### src/rtl/occ_pkg.sv
// ----------------------------------------------------------------------------
// occ_pkg: shared types for the occupancy cube inflation block
// Word kinds, register indexes, controller states, and the command and
// status groups that join the controller and the datapath.
// ----------------------------------------------------------------------------
package occ_pkg;

   typedef enum logic [1:0] {
      KIND_WRITE   = 2'd0,
      KIND_CLEAR   = 2'd1,
      KIND_INFLATE = 2'd2,
      KIND_NONE    = 2'd3
   } kind_type;

   typedef enum logic [2:0] {
      REG_S_POS_STEPS   = 3'd0,
      REG_S_NEG_STEPS   = 3'd1,
      REG_D_POS_STEPS   = 3'd2,
      REG_D_NEG_STEPS   = 3'd3,
      REG_T_POS_STEPS   = 3'd4,
      REG_MAX_TIME_SPAN = 3'd5
   } reg_index_type;

   typedef enum logic [2:0] {
      SIDE_S_POS = 3'd0,
      SIDE_S_NEG = 3'd1,
      SIDE_D_POS = 3'd2,
      SIDE_D_NEG = 3'd3,
      SIDE_T_POS = 3'd4
   } side_type;

   typedef enum logic [3:0] {
      ST_INIT_CLR,
      ST_IDLE,
      ST_WR_RD,
      ST_WR_WR,
      ST_CLR,
      ST_BOX_RD,
      ST_BOX_CHK,
      ST_SIDE,
      ST_STEP,
      ST_PLANE_RD,
      ST_PLANE_CHK,
      ST_NEXT,
      ST_ROUND_END,
      ST_T_END,
      ST_DONE
   } state_type;

   typedef struct packed {
      logic [6:0] s_pos_steps;
      logic [6:0] s_neg_steps;
      logic [4:0] d_pos_steps;
      logic [4:0] d_neg_steps;
      logic [5:0] t_pos_steps;
      logic [5:0] max_time_span;
   } cfg_type;

   typedef struct packed {
      logic load;        // capture the input word
      logic rd;          // read the word under the scan position
      logic step;        // advance the scan position
      logic wr;          // write back the modified word
      logic clr;         // clear one word of the map
      logic setup;       // set the scan region to the next plane of the side
      logic accept;      // move the side's bound onto the plane
      logic done;        // mark the side finished
      logic next_side;   // advance to the next s or d side, restart the step count
      logic round_end;   // apply s limits, start next round or time growth
      logic fail;        // seed cube is blocked
      logic result;      // load the output register
   } cmd_type;

   typedef struct packed {
      logic     req_wr_ok;
      logic     busy;
      logic     scan_last;
      logic     side_skip;
      logic     steps_zero;
      logic     steps_used;
      logic     at_edge;
      side_type side;
      logic     round_all;
      logic     t_flag;
      logic     span_full;
      logic     clear_last;
      logic     out_blocked;
   } status_type;

endpackage

### src/rtl/occ_csr.sv
// ----------------------------------------------------------------------------
// occ_csr: configuration registers
// Holds the step counts and the time span limit behind a simple bus port.
// ----------------------------------------------------------------------------
module occ_csr
   import occ_pkg::*;
(
   input  logic        clock,
   input  logic        reset,
   input  logic        psel,
   input  logic        penable,
   input  logic        pwrite,
   input  logic [4:0]  paddr,
   input  logic [31:0] pwdata,
   output logic [31:0] prdata,
   output logic        pready,
   output cfg_type     cfg
);

   cfg_type       cfg_ff;
   reg_index_type index;
   logic          wr_en;

   assign index  = reg_index_type'(paddr[4:2]);
   assign wr_en  = psel & penable & pwrite;
   assign pready = 1'b1;
   assign cfg    = cfg_ff;

   always_ff @(posedge clock) begin
      if (reset) begin
         cfg_ff.s_pos_steps   <= 7'd1;
         cfg_ff.s_neg_steps   <= 7'd1;
         cfg_ff.d_pos_steps   <= 5'd1;
         cfg_ff.d_neg_steps   <= 5'd1;
         cfg_ff.t_pos_steps   <= 6'd1;
         cfg_ff.max_time_span <= 6'd8;
      end else if (wr_en) begin
         case (index)
            REG_S_POS_STEPS:   cfg_ff.s_pos_steps   <= pwdata[6:0];
            REG_S_NEG_STEPS:   cfg_ff.s_neg_steps   <= pwdata[6:0];
            REG_D_POS_STEPS:   cfg_ff.d_pos_steps   <= pwdata[4:0];
            REG_D_NEG_STEPS:   cfg_ff.d_neg_steps   <= pwdata[4:0];
            REG_T_POS_STEPS:   cfg_ff.t_pos_steps   <= pwdata[5:0];
            REG_MAX_TIME_SPAN: cfg_ff.max_time_span <= pwdata[5:0];
            default: ;
         endcase
      end
   end

   always_comb begin
      case (index)
         REG_S_POS_STEPS:   prdata = 32'(cfg_ff.s_pos_steps);
         REG_S_NEG_STEPS:   prdata = 32'(cfg_ff.s_neg_steps);
         REG_D_POS_STEPS:   prdata = 32'(cfg_ff.d_pos_steps);
         REG_D_NEG_STEPS:   prdata = 32'(cfg_ff.d_neg_steps);
         REG_T_POS_STEPS:   prdata = 32'(cfg_ff.t_pos_steps);
         REG_MAX_TIME_SPAN: prdata = 32'(cfg_ff.max_time_span);
         default:           prdata = 32'd0;
      endcase
   end

endmodule

### config.mk
export PLATFORM = sky130hd
export DESIGN_NAME = occ_csr
export DESIGN_NICKNAME = d
export VERILOG_FILES = /design/src/rtl/occ_pkg.sv /design/src/rtl/occ_csr.sv
export SDC_FILE = /design/constraint.sdc
export NUM_CORES = 1
export LEC_CHECK = 0
export ABC_CLOCK_PERIOD_IN_PS = 1300
export BUFFER_PORTS_ARGS = -buffer_cell sky130_fd_sc_hd__buf_2
export CORE_MARGIN = 2
export CORE_UTILIZATION = 44
export CTS_CLUSTER_DIAMETER = 50
export DETAILED_ROUTE_END_ITERATION = 8
export GPL_TIMING_DRIVEN = 0
export PLACE_DENSITY = 0.88
export SYNTH_ARGS = -nofsm -noshare
export SYNTH_HDL_FRONTEND = slang
export SYNTH_SLANG_ARGS = --single-unit
### constraint.sdc
create_clock -name clock -period 1.3 [get_ports clock]
set_input_delay 0.065 -clock clock [delete_from_list [all_inputs] [get_ports clock]]
set_output_delay 0.065 -clock clock [all_outputs]
set_load 0.02 [all_outputs]
==> results.cfg <==
[timing]
worst_slack_ns = -0.143
fmax_ghz = 0.693
tightest_slew_ns = 0.503
relSlewSlack_pct = 66.5
min_period_ns = 1.44
post-route-period-util_pct = 111
fin_worst_skew_ns = 0
setup_viol = 6
hold_viol = 0
rsz0062_at_grt = yes
finalMaxSlewViolations = 0

[synth]
synth_top_flop_cell = dfxtp_1
synth_edf_count = 0
syn_area_per_cell_sq_um = 9.03
synth_top_cell_area_share_pct = 36.5
synth-async-reset-ratio_pct = 0
synth_cell_types = 30
ys_ff_latch = 36
netlist_instances = 219
ys_seq_area_share_pct = 36.5
synth.most_common_cell = dfxtp_1
synth_commonest_cells = dfxtp_1 (36), buf_4 (31), a21oi_1 (21)
synth_top_cell_by_area = dfxtp_1
ys_warn_count = 0
synth_area_leaders = dfxtp_1 (36%), buf_4 (12%), mux2i_1 (10%), nand2b_1 (6.3%), a21oi_1 (5.3%)
syn_area_sq_um = 1980

[cts]
clk_path_buf_depth = 2
cts_buffers = 5
tritoncts = yes
clock_latency_ns = 0.29
cts.sink_count = 36
htree_levels = 2
hold_buffers = 0
cts_root_buf = clkbuf_8
clk_pin_slew_ns = 0.07

[setup_path]
required_ns = 1.24
worst_setup_path_start_kind = flop
path_buf_inv = 1
worst_path_max_delay_cell = mux4_2
cp_max_fo = 3
reg2reg_slack_ns = 0.42
endpoint_kind = primary output
worstSetupPathType = flop to primary output
crit_family = multiplexers
crit_path_max_incr_delay_ns = 0.46
cp.arrival_ns = 1.38
path_cells = mux4_2 -> nand2_1 -> o21ai_1 -> buf_4

[routing]
ant_nets = 0
drc_errors = 0
drt_iter0_drc = 164
dr_total_vias = 1925
wl_microns = 5610
vias_per_cell = 5.27
route.detailed.wl_per_inst_microns = 15.4
drt_pass1_iterations = 5

[final_layout]
diodes = 0
area_delta_synth_final_pct = 31.6
nNetsFinal = 354
drive_gt1_share_pct = 43.8
largest_register_ffs = 36
final_core_util_pct = 59.7

[power]
leakage_nw = 1.29
peakVddDrop_mv = 0.387
power_density_nw_per_um2 = 898

[outcome]
violations = setup timing
outcome = complete, but fails checks

[grt]
grt_pass1_vias = 1831
grtUsageTotal_pct = 22.3
antenna_found_initial = 0
grt_pass1_wl_microns = 8700
grt_start_max_net_pins = 12
grt-ovfl-total = 0

[floorplan]
dieWidth_microns = 71.0
initial_utilization_pct = 45.4
fp-row-count = 24
num_io_pins = 111
die_y_microns = 71.0
dieArea_sq_um = 5050
core_area_sq_um = 4350

[placed_design]
place_congestion = 0.869
port_buffers = 55
dp_hpwl_microns = 3820
pre_cts_ws_ns = 0.0437

[hold_path]
hold_class = input pin to flop

[job]
drv_cap = 0
==> tightest hold or removal path: cells and delay by family <==
kind | cells | cell delay (ns)
AO/OA/AOI/OAI | 1 | 0.05
buffers and inverters | 1 | 0.11
AND/OR/NAND/NOR | 1 | 0.06
==> cell families after synthesis <==
group | synth area share [%]
buffers and inverters | 14.9
AO/OA/AOI/OAI | 14.1
multiplexers | 17.2
other | 0.380
AND/OR/NAND/NOR | 17.0
flip-flops | 36.5
==> per-layer routing <==
layer | wire length [microns] | GRT usage [%] | up-vias | share of wire (%)
li1 | - | - | 902 | -
met1 | 2190 | 27.1 | 886 | 39
met2 | 2680 | 36.4 | 124 | 48
met3 | 609 | 4.99 | 13 | 11
met4 | 136 | 12.6 | 0 | 2.4
met5 | 0 | 0 | - | 0
==> cell usage in the layout (no fill, tap or decap), drive strengths merged <==
cell / Yosys / layout
buf: 36 / 98
dfxtp: 36 / 36
conb: 2 / 26
a21oi: 21 / 21
mux2i: 20 / 20
nand2b: 20 / 20
o21ai: 20 / 20
nand3: 18 / 18
clkbuf: 5 / 11
nor2: 8 / 8
nand2: 6 / 6
mux2: 6 / 6
mux4: 3 / 3
nor2b: 3 / 3
a22oi: 3 / 3
a221oi: 3 / 3
nor3: 2 / 2
clkinv: 0 / 2
inv: 1 / 1
nand4b: 1 / 1
and4: 1 / 1
nand4: 1 / 1
and4b: 1 / 1
a21boi: 1 / 1
a311o: 1 / 1
==> path summary, 6_finish.rpt <==
path         cells after the start            startpoint                    to
min reg2reg                      2  cfg[24]$_SDFFE_PP0P_  cfg[24]$_SDFFE_PP0P_
min                              3             pwdata[0]   cfg[0]$_SDFFE_PP0P_
max                              4  cfg[15]$_SDFFE_PP0P_             prdata[3]
max reg2reg                      2   cfg[3]$_SDFFE_PP1P_   cfg[3]$_SDFFE_PP1P_
==> area by class of cell <==
| class | instances | area [sq um] |
|---|---|---|
| clock buffer | 6 | 82.6 |
| tap | 52 | 65.1 |
| clock inverter | 2 | 10.0 |
| inverter | 1 | 3.75 |
| timing repair buffer | 62 | 343 |
| buffer | 41 | 292 |
| sequential | 36 | 738 |
| multi-input combinational | 165 | 1070 |
| fill | 374 | 1750 |
==> report_power, final <==
part	switching, mW	internal (mW)	leakage, nW
Combinational	0.238	0.146	0.939
Clock	0.412	0.423	0.0510
Sequential	0.00602	1.11	0.296
Total	0.656	1.68	1.29
==> timing repair <==
| item | CTS | global route |
|---|---|---|
| buffers inserted | 7 | 0 |
| cloned | 0 | 0 |
| resized for setup | 16 | 9 |
| pin swaps | 1 | 2 |
| setup endpoints to repair | 6 | 6 |
==> per-stage QoR <==
stage	std cells	area, sq um	power [mW]	hold WS, ns	TNS [ns]
final	365	2600	2.34	0.0396	-0.794
after global placement	350	2410	1.50	0.333	0
after detailed placement	350	2410	1.50	0.354	0
after floorplan	243	2070	1.41	0.213	0
after CTS	365	2580	2.33	0.0365	-0.814
after global routing	365	2600	2.41	0.0582	-1.10
No activity file was read; power rests on OpenSTA's default activity.
