<file path="src/rtl/occ_pkg.sv">
// ----------------------------------------------------------------------------
// occ_pkg: shared types for the occupancy cube inflation block
// Word kinds, register indexes, controller states, and the command and
// status groups that join the controller and the datapath.
// ----------------------------------------------------------------------------
package occ_pkg;

   typedef enum logic [1:0] {
      KIND_WRITE   = 2'd0,
      KIND_CLEAR   = 2'd1,
      KIND_INFLATE = 2'd2,
      KIND_NONE    = 2'd3
   } kind_type;

   typedef enum logic [2:0] {
      REG_S_POS_STEPS   = 3'd0,
      REG_S_NEG_STEPS   = 3'd1,
      REG_D_POS_STEPS   = 3'd2,
      REG_D_NEG_STEPS   = 3'd3,
      REG_T_POS_STEPS   = 3'd4,
      REG_MAX_TIME_SPAN = 3'd5
   } reg_index_type;

   typedef enum logic [2:0] {
      SIDE_S_POS = 3'd0,
      SIDE_S_NEG = 3'd1,
      SIDE_D_POS = 3'd2,
      SIDE_D_NEG = 3'd3,
      SIDE_T_POS = 3'd4
   } side_type;

   typedef enum logic [3:0] {
      ST_INIT_CLR,
      ST_IDLE,
      ST_WR_RD,
      ST_WR_WR,
      ST_CLR,
      ST_BOX_RD,
      ST_BOX_CHK,
      ST_SIDE,
      ST_STEP,
      ST_PLANE_RD,
      ST_PLANE_CHK,
      ST_NEXT,
      ST_ROUND_END,
      ST_T_END,
      ST_DONE
   } state_type;

   typedef struct packed {
      logic [6:0] s_pos_steps;
      logic [6:0] s_neg_steps;
      logic [4:0] d_pos_steps;
      logic [4:0] d_neg_steps;
      logic [5:0] t_pos_steps;
      logic [5:0] max_time_span;
   } cfg_type;

   typedef struct packed {
      logic load;        // capture the input word
      logic rd;          // read the word under the scan position
      logic step;        // advance the scan position
      logic wr;          // write back the modified word
      logic clr;         // clear one word of the map
      logic setup;       // set the scan region to the next plane of the side
      logic accept;      // move the side's bound onto the plane
      logic done;        // mark the side finished
      logic next_side;   // advance to the next s or d side, restart the step count
      logic round_end;   // apply s limits, start next round or time growth
      logic fail;        // seed cube is blocked
      logic result;      // load the output register
   } cmd_type;

   typedef struct packed {
      logic     req_wr_ok;
      logic     busy;
      logic     scan_last;
      logic     side_skip;
      logic     steps_zero;
      logic     steps_used;
      logic     at_edge;
      side_type side;
      logic     round_all;
      logic     t_flag;
      logic     span_full;
      logic     clear_last;
      logic     out_blocked;
   } status_type;

endpackage

</file>
<file path="src/rtl/occ_ctrl.sv">
// ----------------------------------------------------------------------------
// occ_ctrl: sequencing state machine
// Walks the write, clear and inflate sequences and commands the datapath.
// ----------------------------------------------------------------------------
module occ_ctrl
   import occ_pkg::*;
(
   input  logic       clock,
   input  logic       reset,
   input  logic       req_valid,
   input  logic [1:0] req_kind,
   input  status_type st,
   output logic       req_stall,
   output cmd_type    cmd
);

   state_type state_ff;
   state_type state_in;
   kind_type  kind;

   assign kind = kind_type'(req_kind);

   always_ff @(posedge clock) begin
      if (reset) begin
         state_ff <= ST_INIT_CLR;
      end else begin
         state_ff <= state_in;
      end
   end

   always_comb begin
      state_in = state_ff;
      case (state_ff)
         ST_INIT_CLR: if (st.clear_last) state_in = ST_IDLE;
         ST_IDLE: begin
            if (req_valid) begin
               case (kind)
                  KIND_WRITE:   state_in = st.req_wr_ok ? ST_WR_RD : ST_DONE;
                  KIND_CLEAR:   state_in = ST_CLR;
                  KIND_INFLATE: state_in = ST_BOX_RD;
                  default:      state_in = ST_DONE;
               endcase
            end
         end
         ST_WR_RD:  state_in = ST_WR_WR;
         ST_WR_WR:  state_in = ST_DONE;
         ST_CLR:    if (st.clear_last) state_in = ST_DONE;
         ST_BOX_RD: state_in = ST_BOX_CHK;
         ST_BOX_CHK: begin
            if (st.busy)           state_in = ST_DONE;
            else if (st.scan_last) state_in = ST_SIDE;
            else                   state_in = ST_BOX_RD;
         end
         ST_SIDE: begin
            if (st.side_skip || st.steps_zero) state_in = ST_NEXT;
            else                               state_in = ST_STEP;
         end
         ST_STEP: begin
            if (st.steps_used || st.at_edge) state_in = ST_NEXT;
            else                             state_in = ST_PLANE_RD;
         end
         ST_PLANE_RD: state_in = ST_PLANE_CHK;
         ST_PLANE_CHK: begin
            if (st.busy)           state_in = ST_NEXT;
            else if (st.scan_last) state_in = ST_STEP;
            else                   state_in = ST_PLANE_RD;
         end
         ST_NEXT: begin
            case (st.side)
               SIDE_D_NEG: state_in = ST_ROUND_END;
               SIDE_T_POS: state_in = ST_T_END;
               default:    state_in = ST_SIDE;
            endcase
         end
         ST_ROUND_END: state_in = ST_SIDE;
         ST_T_END: begin
            if (st.t_flag || st.span_full) state_in = ST_DONE;
            else                           state_in = ST_SIDE;
         end
         ST_DONE: if (!st.out_blocked) state_in = ST_IDLE;
         default: state_in = ST_IDLE;
      endcase
   end

   always_comb begin
      cmd       = '0;
      req_stall = (state_ff != ST_IDLE);
      case (state_ff)
         ST_INIT_CLR: cmd.clr  = 1'b1;
         ST_IDLE:     cmd.load = req_valid;
         ST_WR_RD:    cmd.rd   = 1'b1;
         ST_WR_WR:    cmd.wr   = 1'b1;
         ST_CLR:      cmd.clr  = 1'b1;
         ST_BOX_RD:   cmd.rd   = 1'b1;
         ST_BOX_CHK: begin
            cmd.fail = st.busy;
            cmd.step = !st.busy && !st.scan_last;
         end
         ST_SIDE:     cmd.done = !st.side_skip && st.steps_zero;
         ST_STEP: begin
            cmd.done  = !st.steps_used && st.at_edge;
            cmd.setup = !st.steps_used && !st.at_edge;
         end
         ST_PLANE_RD: cmd.rd = 1'b1;
         ST_PLANE_CHK: begin
            cmd.done   = st.busy;
            cmd.accept = !st.busy && st.scan_last;
            cmd.step   = !st.busy && !st.scan_last;
         end
         ST_NEXT:      cmd.next_side = 1'b1;
         ST_ROUND_END: cmd.round_end = 1'b1;
         ST_DONE:      cmd.result    = !st.out_blocked;
         default: ;
      endcase
   end

endmodule

</file>
<file path="config.mk">
export PLATFORM = sky130hd
export DESIGN_NAME = occ_ctrl
export DESIGN_NICKNAME = d
export VERILOG_FILES = /design/src/rtl/occ_pkg.sv /design/src/rtl/occ_ctrl.sv
export SDC_FILE = /design/constraint.sdc
export NUM_CORES = 1
export LEC_CHECK = 0
export ABC_AREA = 1
export ABC_CLOCK_PERIOD_IN_PS = 1700
export BUFFER_PORTS_ARGS = -buffer_cell sky130_fd_sc_hd__buf_2
export CORE_MARGIN = 10
export CORE_UTILIZATION = 25
export CTS_BUF_LIST = sky130_fd_sc_hd__clkbuf_16
export DETAILED_ROUTE_END_ITERATION = 7
export PLACE_DENSITY = 0.49
export SLEW_MARGIN = 15
export SYNTH_ARGS = -nofsm -noshare
export SYNTH_HDL_FRONTEND = slang
export SYNTH_SLANG_ARGS = --single-unit
export TNS_END_PERCENT = 100
</file>
<file path="constraint.sdc">
create_clock -name clock -period 1.7 [get_ports clock]
set_clock_uncertainty 0.1 [all_clocks]
set_input_delay 0.085 -clock clock [delete_from_list [all_inputs] [get_ports clock]]
set_output_delay 0.085 -clock clock [all_outputs]
set_load 0.01 [all_outputs]
</file>
==> run_results.csv, run 1 <==
group,metric,value,unit
run_status,status,"finished clean",
worst_setup_path,r2r_start,"state_ff[0]",
power_and_ir_drop,power.density,1570,nW/um^2
worst_setup_path,crit_slowest_cell,"dfxtp_1",
routing,avgViaCountPerCell,4.61,
logic_synthesis,synth_edf_count,0,
worst_setup_path,reg2reg_to,"state_ff[2]",
grt,top_usage_layer,"met2",
sta,report.final.slew_viol_count,0,
logic_synthesis,synth_common_cells,"nand2_1, nor2_1, inv_1, inv_2, nand3_1",
sta,setup_viol,0,
worst_setup_path,cp-start-kind,"flip-flop",
sta,rsz0062_at_grt,"no",
logic_synthesis,synthTopCellsByArea,"nand2_1, nor2_1, dfxtp_1, inv_1, nor2_2",
worst_setup_path,r2r.worst_path.cells,7,
worst_setup_path,path_class,"reg2out",
logic_synthesis,async_flop_share,0,%
logic_synthesis,synth_top_area_share,18.1,%
routing,antenna_left,0,
logic_synthesis,avgSynthCellArea,5.31,um^2
worst_setup_path,reg2reg_slack,0.23,ns
floorplan,die_x,73.1,um
clocking,post_cts_buffers,0,
clocking,clk_latency,0.22,ns
logic_synthesis,yosys_warnings,0,
grt,antenna_found_initial,0,
layout,layout-drive-gt1-share,37.5,%
logic_synthesis,synth_most_common_cell,"nand2_1",
logic_synthesis,syn_area,706,um^2
sta,fin_tns_setup,0,ns
floorplan,die_area,5350,um^2
worst_setup_path,crit_end,"cmd[4]",
layout,largest_reg_flops,4,
placement,dp_hpwl,2020,um
routing,finalWirelength,2310,um
grt,grt_first_pass_wirelength,3730,um
floorplan,row_count,19,
clocking,cts_tree,"yes",
grt,grt.met2_usage,14.2,%
worst_setup_path,max_stage_delay,0.50,ns
layout,design_area,987,um^2
layout,top_register,"state_ff",
layout,area_delta_synth_final,39.9,%
layout,diodes,0,
floorplan,core_area,2730,um^2
floorplan,initial_core_util,25.8,%
grt,grt_max_degree,8,
grt,grt_use_met3,2.59,%
layout,top_regs,"state_ff: 4 flops",
placement,gp_congestion,0.811,
logic_synthesis,yosysSeqAreaShare,11.3,%
power_and_ir_drop,leakage,0.000546,uW
clocking,cts_buffer_depth,2,
clocking,cts_made_buffers,3,
routing,firstDrtPassIters,4,
worst_setup_path,worstSetupStartpoint,"state_ff[0]",
floorplan,num_io_pins,33,
logic_synthesis,netlist.top_cell.by_area,"nand2_1",
clocking,root_buffer,"clkbuf_16",
power_and_ir_drop,peakVddDrop,0.840,mV
layout,final_nets,193,
logic_synthesis,ys_ff_latch,4,
sta,hold_violations,0,
grt,gr-usage-met1,9.86,%
floorplan,die_h,73.1,um
worst_setup_path,worstPathRequired,1.51,ns
logic_synthesis,postSynthCellCount,133,
grt,grt_pass1_vias,887,
sta,fmax,631,MHz
routing,drc_errors,0,
sta,max_slew_margin,77.9,%
grt,grt-ovfl-total,0,
sta,worst_pin_slew,0.331,ns
clocking,clock-sinks,4,
job,drv_cap,0,
clocking,h-tree-depth,1,
logic_synthesis,synth_ff_type,"dfxtp_1",
clocking,cts.clk_slew.worst_paths,0.03,ns
min_path,hp-class,"in2reg",
placement,portBuffers,31,
routing,drt-wirelength-per-cell,11.6,um
min_path,whs_path_depth,3,
placement,place_area,900,um^2
logic_synthesis,yosysUniqueCellTypes,24,
worst_setup_path,end_kind,"primary output",
worst_setup_path,cp_cell_sequence,"nand2_2, nor2_2, nand2_1, o211ai_1, buf_2",
sta,period_share,93.2,%
grt,track_usage,8.27,%
worst_setup_path,worst_ep_arrival_time,1.40,ns
logic_synthesis,syn_nets,156,
sta,fin_crit,1.58,ns
routing,drt-initial-drc-count,27,
routing,vias,917,
worst_setup_path,crit_path_max_fanout,7,
## cell families after synthesis
| group | count (synthesis) | synth area share, % |
|---|---|---|
| buf+inv | 23 | 12.2 |
| flops | 4 | 11.3 |
| fa+ha+maj | 3 | 5.32 |
| compound gates | 17 | 14.5 |
| simple gates | 86 | 56.6 |
## per-stage QoR
stage | cells | total power [uW] | hold WS [ns] | utilization (%) | worst slack [ns]
after floorplan | 133 | 912 | 0.0474 | - | 0.384
after global placement | 195 | 1180 | 0.196 | 32.9 | 0.245
after detailed placement | 195 | 1180 | 0.198 | 32.9 | 0.236
after CTS | 199 | 1550 | 0.0814 | 36.0 | 0.0500
after global routing | 199 | 1700 | 0.115 | 36.1 | 0.0177
final | 199 | 1550 | 0.0803 | 36.1 | 0.116
## worst min-delay path by stage
stage,from,end
2_1_floorplan,reset,state_ff[2]
3_3_place_gp,reset,state_ff[2]
3_5_place_dp,reset,state_ff[2]
4_1_cts,st[0],state_ff[1]
5_1_grt,st[0],state_ff[3]
6_report,st[0],state_ff[3]
## report_power, final
part	internal, uW	switching, uW	leakage, uW
Clock	301	68.0	0.0000370
Combinational	333	598	0.000475
Sequential	145	101	0.0000337
## routing by layer
| layer | part of all wire, % | routed length, um |
|---|---|---|
| met5 | 0 | 0 |
| met4 | 0 | 0 |
| met3 | 6.4 | 149 |
| met2 | 48 | 1120 |
| met1 | 45 | 1040 |
## area by class of cell
cell class	instances	area, um^2
multi-input combinational	106	539
inverter	23	86.3
sequential	4	82.6
tap	31	38.8
clock buffer	3	75.1
fill	321	1750
timing repair buffer	32	165
## placed cells by master (no fill, tap or decap), types with 3 or more instances in the layout
| cell type | n |
|---|---|
| a21oi_1 | 4 |
| buf_2 | 31 |
| clkbuf_16 | 3 |
| ha_1 | 3 |
| inv_1 | 13 |
| inv_2 | 8 |
| nand2_1 | 34 |
| nand2_2 | 5 |
| nand3_1 | 8 |
| nor2_1 | 23 |
| nor2_2 | 7 |
| nor3_1 | 3 |
| o21ai_0 | 5 |
## worst max-delay path, delay by kind of cell, from the launching register on
kind / cells / cell delay, ns
compound gates: 1 / 0.15
buf+inv: 1 / 0.16
flops: 1 / 0.50
simple gates: 3 / 0.36
## repair_timing
item,in CTS,in global routing
hold endpoints to repair,3,0
setup endpoints to repair,0,3
hold buffers,1,0
gates resized for setup,0,2
No activity file was read; power rests on OpenSTA's default activity.
==> run 2: changes to the inputs <==
RECOVER_POWER = 25   (was unset)
==> run_results.csv, run 2 (synthesis gave the netlist of run 1 again) <==
group,metric,value,unit
power_and_ir_drop,power.switching,757,uW
layout,layout-drive-gt1-share,35.1,%
layout,area_delta_synth_final,39.0,%
worst_setup_path,r2r.worst_path.cells,7,
grt,grt-ovfl-total,0,
routing,firstDrtPassIters,4,
floorplan,die_h,73.1,um
layout,instances_no_fill,199,
placement,portBuffers,31,
worst_setup_path,worstPathRequired,1.51,ns
clocking,clock-sinks,4,
clocking,cts.clk_slew.worst_paths,0.03,ns
routing,drt-met1-wl,1040,um
power_and_ir_drop,peakVddDrop,0.831,mV
placement,place_area,900,um^2
floorplan,num_io_pins,33,
floorplan,core_area,2730,um^2
worst_setup_path,end_kind,"primary output",
clocking,cts_tree,"yes",
sta,max_slew_margin,80.5,%
layout,design_area,981,um^2
layout,diodes,0,
worst_setup_path,worst_ep_arrival_time,1.42,ns
sta,fin_tns_setup,0,ns
sta,fin_crit,1.60,ns
clocking,cts_buffer_depth,2,
routing,top_layer_used,"met3",
layout,layout_commonest_cell,"nand2_1",
routing,drc_errors,0,
sta,worst_pin_slew,0.292,ns
floorplan,die_area,5350,um^2
routing,finalWirelength,2310,um
layout,final_nets,193,
grt,antenna_found_initial,0,
run_status,status,"finished clean",
sta,fmax,625,MHz
job,drv_cap,0,
clocking,cts_made_buffers,3,
power_and_ir_drop,comb_power_share,60.3,%
routing,antenna_left,0,
worst_setup_path,crit_end,"cmd[4]",
sta,rsz0062_at_grt,"no",
power_and_ir_drop,p_clk_share,24.1,%
min_path,hp-class,"in2reg",
power_and_ir_drop,p_int,773,uW
floorplan,initial_core_util,25.8,%
floorplan,die_x,73.1,um
worst_setup_path,reg2reg_slack,0.24,ns
sta,whs,0.0804,ns
routing,drt-wirelength-per-cell,11.6,um
placement,dp_cells,195,
routing,drt-initial-drc-count,29,
grt,grt_first_pass_wirelength,3730,um
sta,setup_viol,0,
routing,met3WireLength,149,um
routing,wl_met2,1120,um
worst_setup_path,r2r_start,"state_ff[0]",
placement,gp_congestion,0.811,
floorplan,row_count,19,
grt,track_usage,8.27,%
layout,largest_reg_flops,4,
power_and_ir_drop,power.density,1560,nW/um^2
layout,final_cell_mix,"nand2_1, buf_2, nor2_1",
worst_setup_path,path_class,"reg2out",
power_and_ir_drop,seqPwrFrac,15.6,%
clocking,h-tree-depth,1,
worst_setup_path,cp-start-kind,"flip-flop",
layout,top_register,"state_ff",
layout,top_regs,"state_ff: 4 flops",
grt,grt_pass1_vias,887,
sta,hold_violations,0,
layout,fillers,323,
clocking,clk_latency,0.22,ns
routing,avgViaCountPerCell,4.61,
power_and_ir_drop,swShare,49.5,%
power_and_ir_drop,total_power,1530,uW
sta,report.final.slew_viol_count,0,
power_and_ir_drop,leakage,0.000542,uW
worst_setup_path,reg2reg_to,"state_ff[0]",
routing,vias,918,
placement,dp_hpwl,2020,um
min_path,whs_path_depth,3,
worst_setup_path,crit_path_max_fanout,7,
clocking,root_buffer,"clkbuf_16",
grt,grt_max_degree,8,
worst_setup_path,worstSetupStartpoint,"state_ff[0]",
sta,period_share,94.2,%
-- run 2: cell types whose count changed in the layout (fill, tap and decap cells not counted), sizes merged --
cell / before / now
clkbuf: 3 / 4
buf: 31 / 30
-- run 2: power by group through the flow --
stage	Sequential [uW]	Combinational, uW	Clock [uW]
CTS	241	940	374
detailed placement	245	933	0
finish	239	923	369
global route	250	1050	385
floorplan	220	692	0
global placement	240	937	0
-- run 2: per-stage QoR --
| step | utilization (%) | setup WS (ns) |
|---|---|---|
| 6_report | 35.9 | 0.0990 |
| 3_3_place_gp | 32.9 | 0.245 |
| 2_1_floorplan | - | 0.384 |
| 4_1_cts | 36.0 | 0.0500 |
| 5_1_grt | 35.9 | 0.0254 |
| 3_5_place_dp | 32.9 | 0.236 |
-- run 2: final cells by class --
type | count | area, um^2 | area share (%)
inverter | 23 | 86.3 | 8.80
tap | 31 | 38.8 | 3.95
clock buffer | 3 | 75.1 | 7.65
multi-input combinational | 106 | 534 | 54.5
sequential | 4 | 82.6 | 8.42
timing repair buffer | 32 | 164 | 16.7
-- run 2: worst min path at each step --
stage,startpoint,end,slack [ns]
finish,st[0],state_ff[3],0.08
global route,st[0],state_ff[3],0.11
detailed placement,reset,state_ff[2],0.20
CTS,st[0],state_ff[1],0.08
global placement,reset,state_ff[2],0.20
floorplan,reset,state_ff[2],0.05
-- run 2: critical path: stages, from the launching register on --
cell      delay [ns]
dfxtp_1         0.48
nand2_1         0.16
nor2_2          0.18
nand2_1         0.06
o211ai_1        0.15
buf_2           0.16
-- run 2: repair_timing --
item                                    in CTS  in global routing
buffers inserted                             0                  0
hold buffers                                 1                  0
endpoints found under the setup margin       0                  3
endpoints found under the hold margin        3                  0
gates resized for setup                      0                  2
-- run 2: per-layer routing --
layer / up-vias / global-route usage, %
met4: 0 / 1.27
met5: - / 0
met3: 0 / 2.59
met2: 34 / 14.2
li1: 488 / -
met1: 396 / 9.86
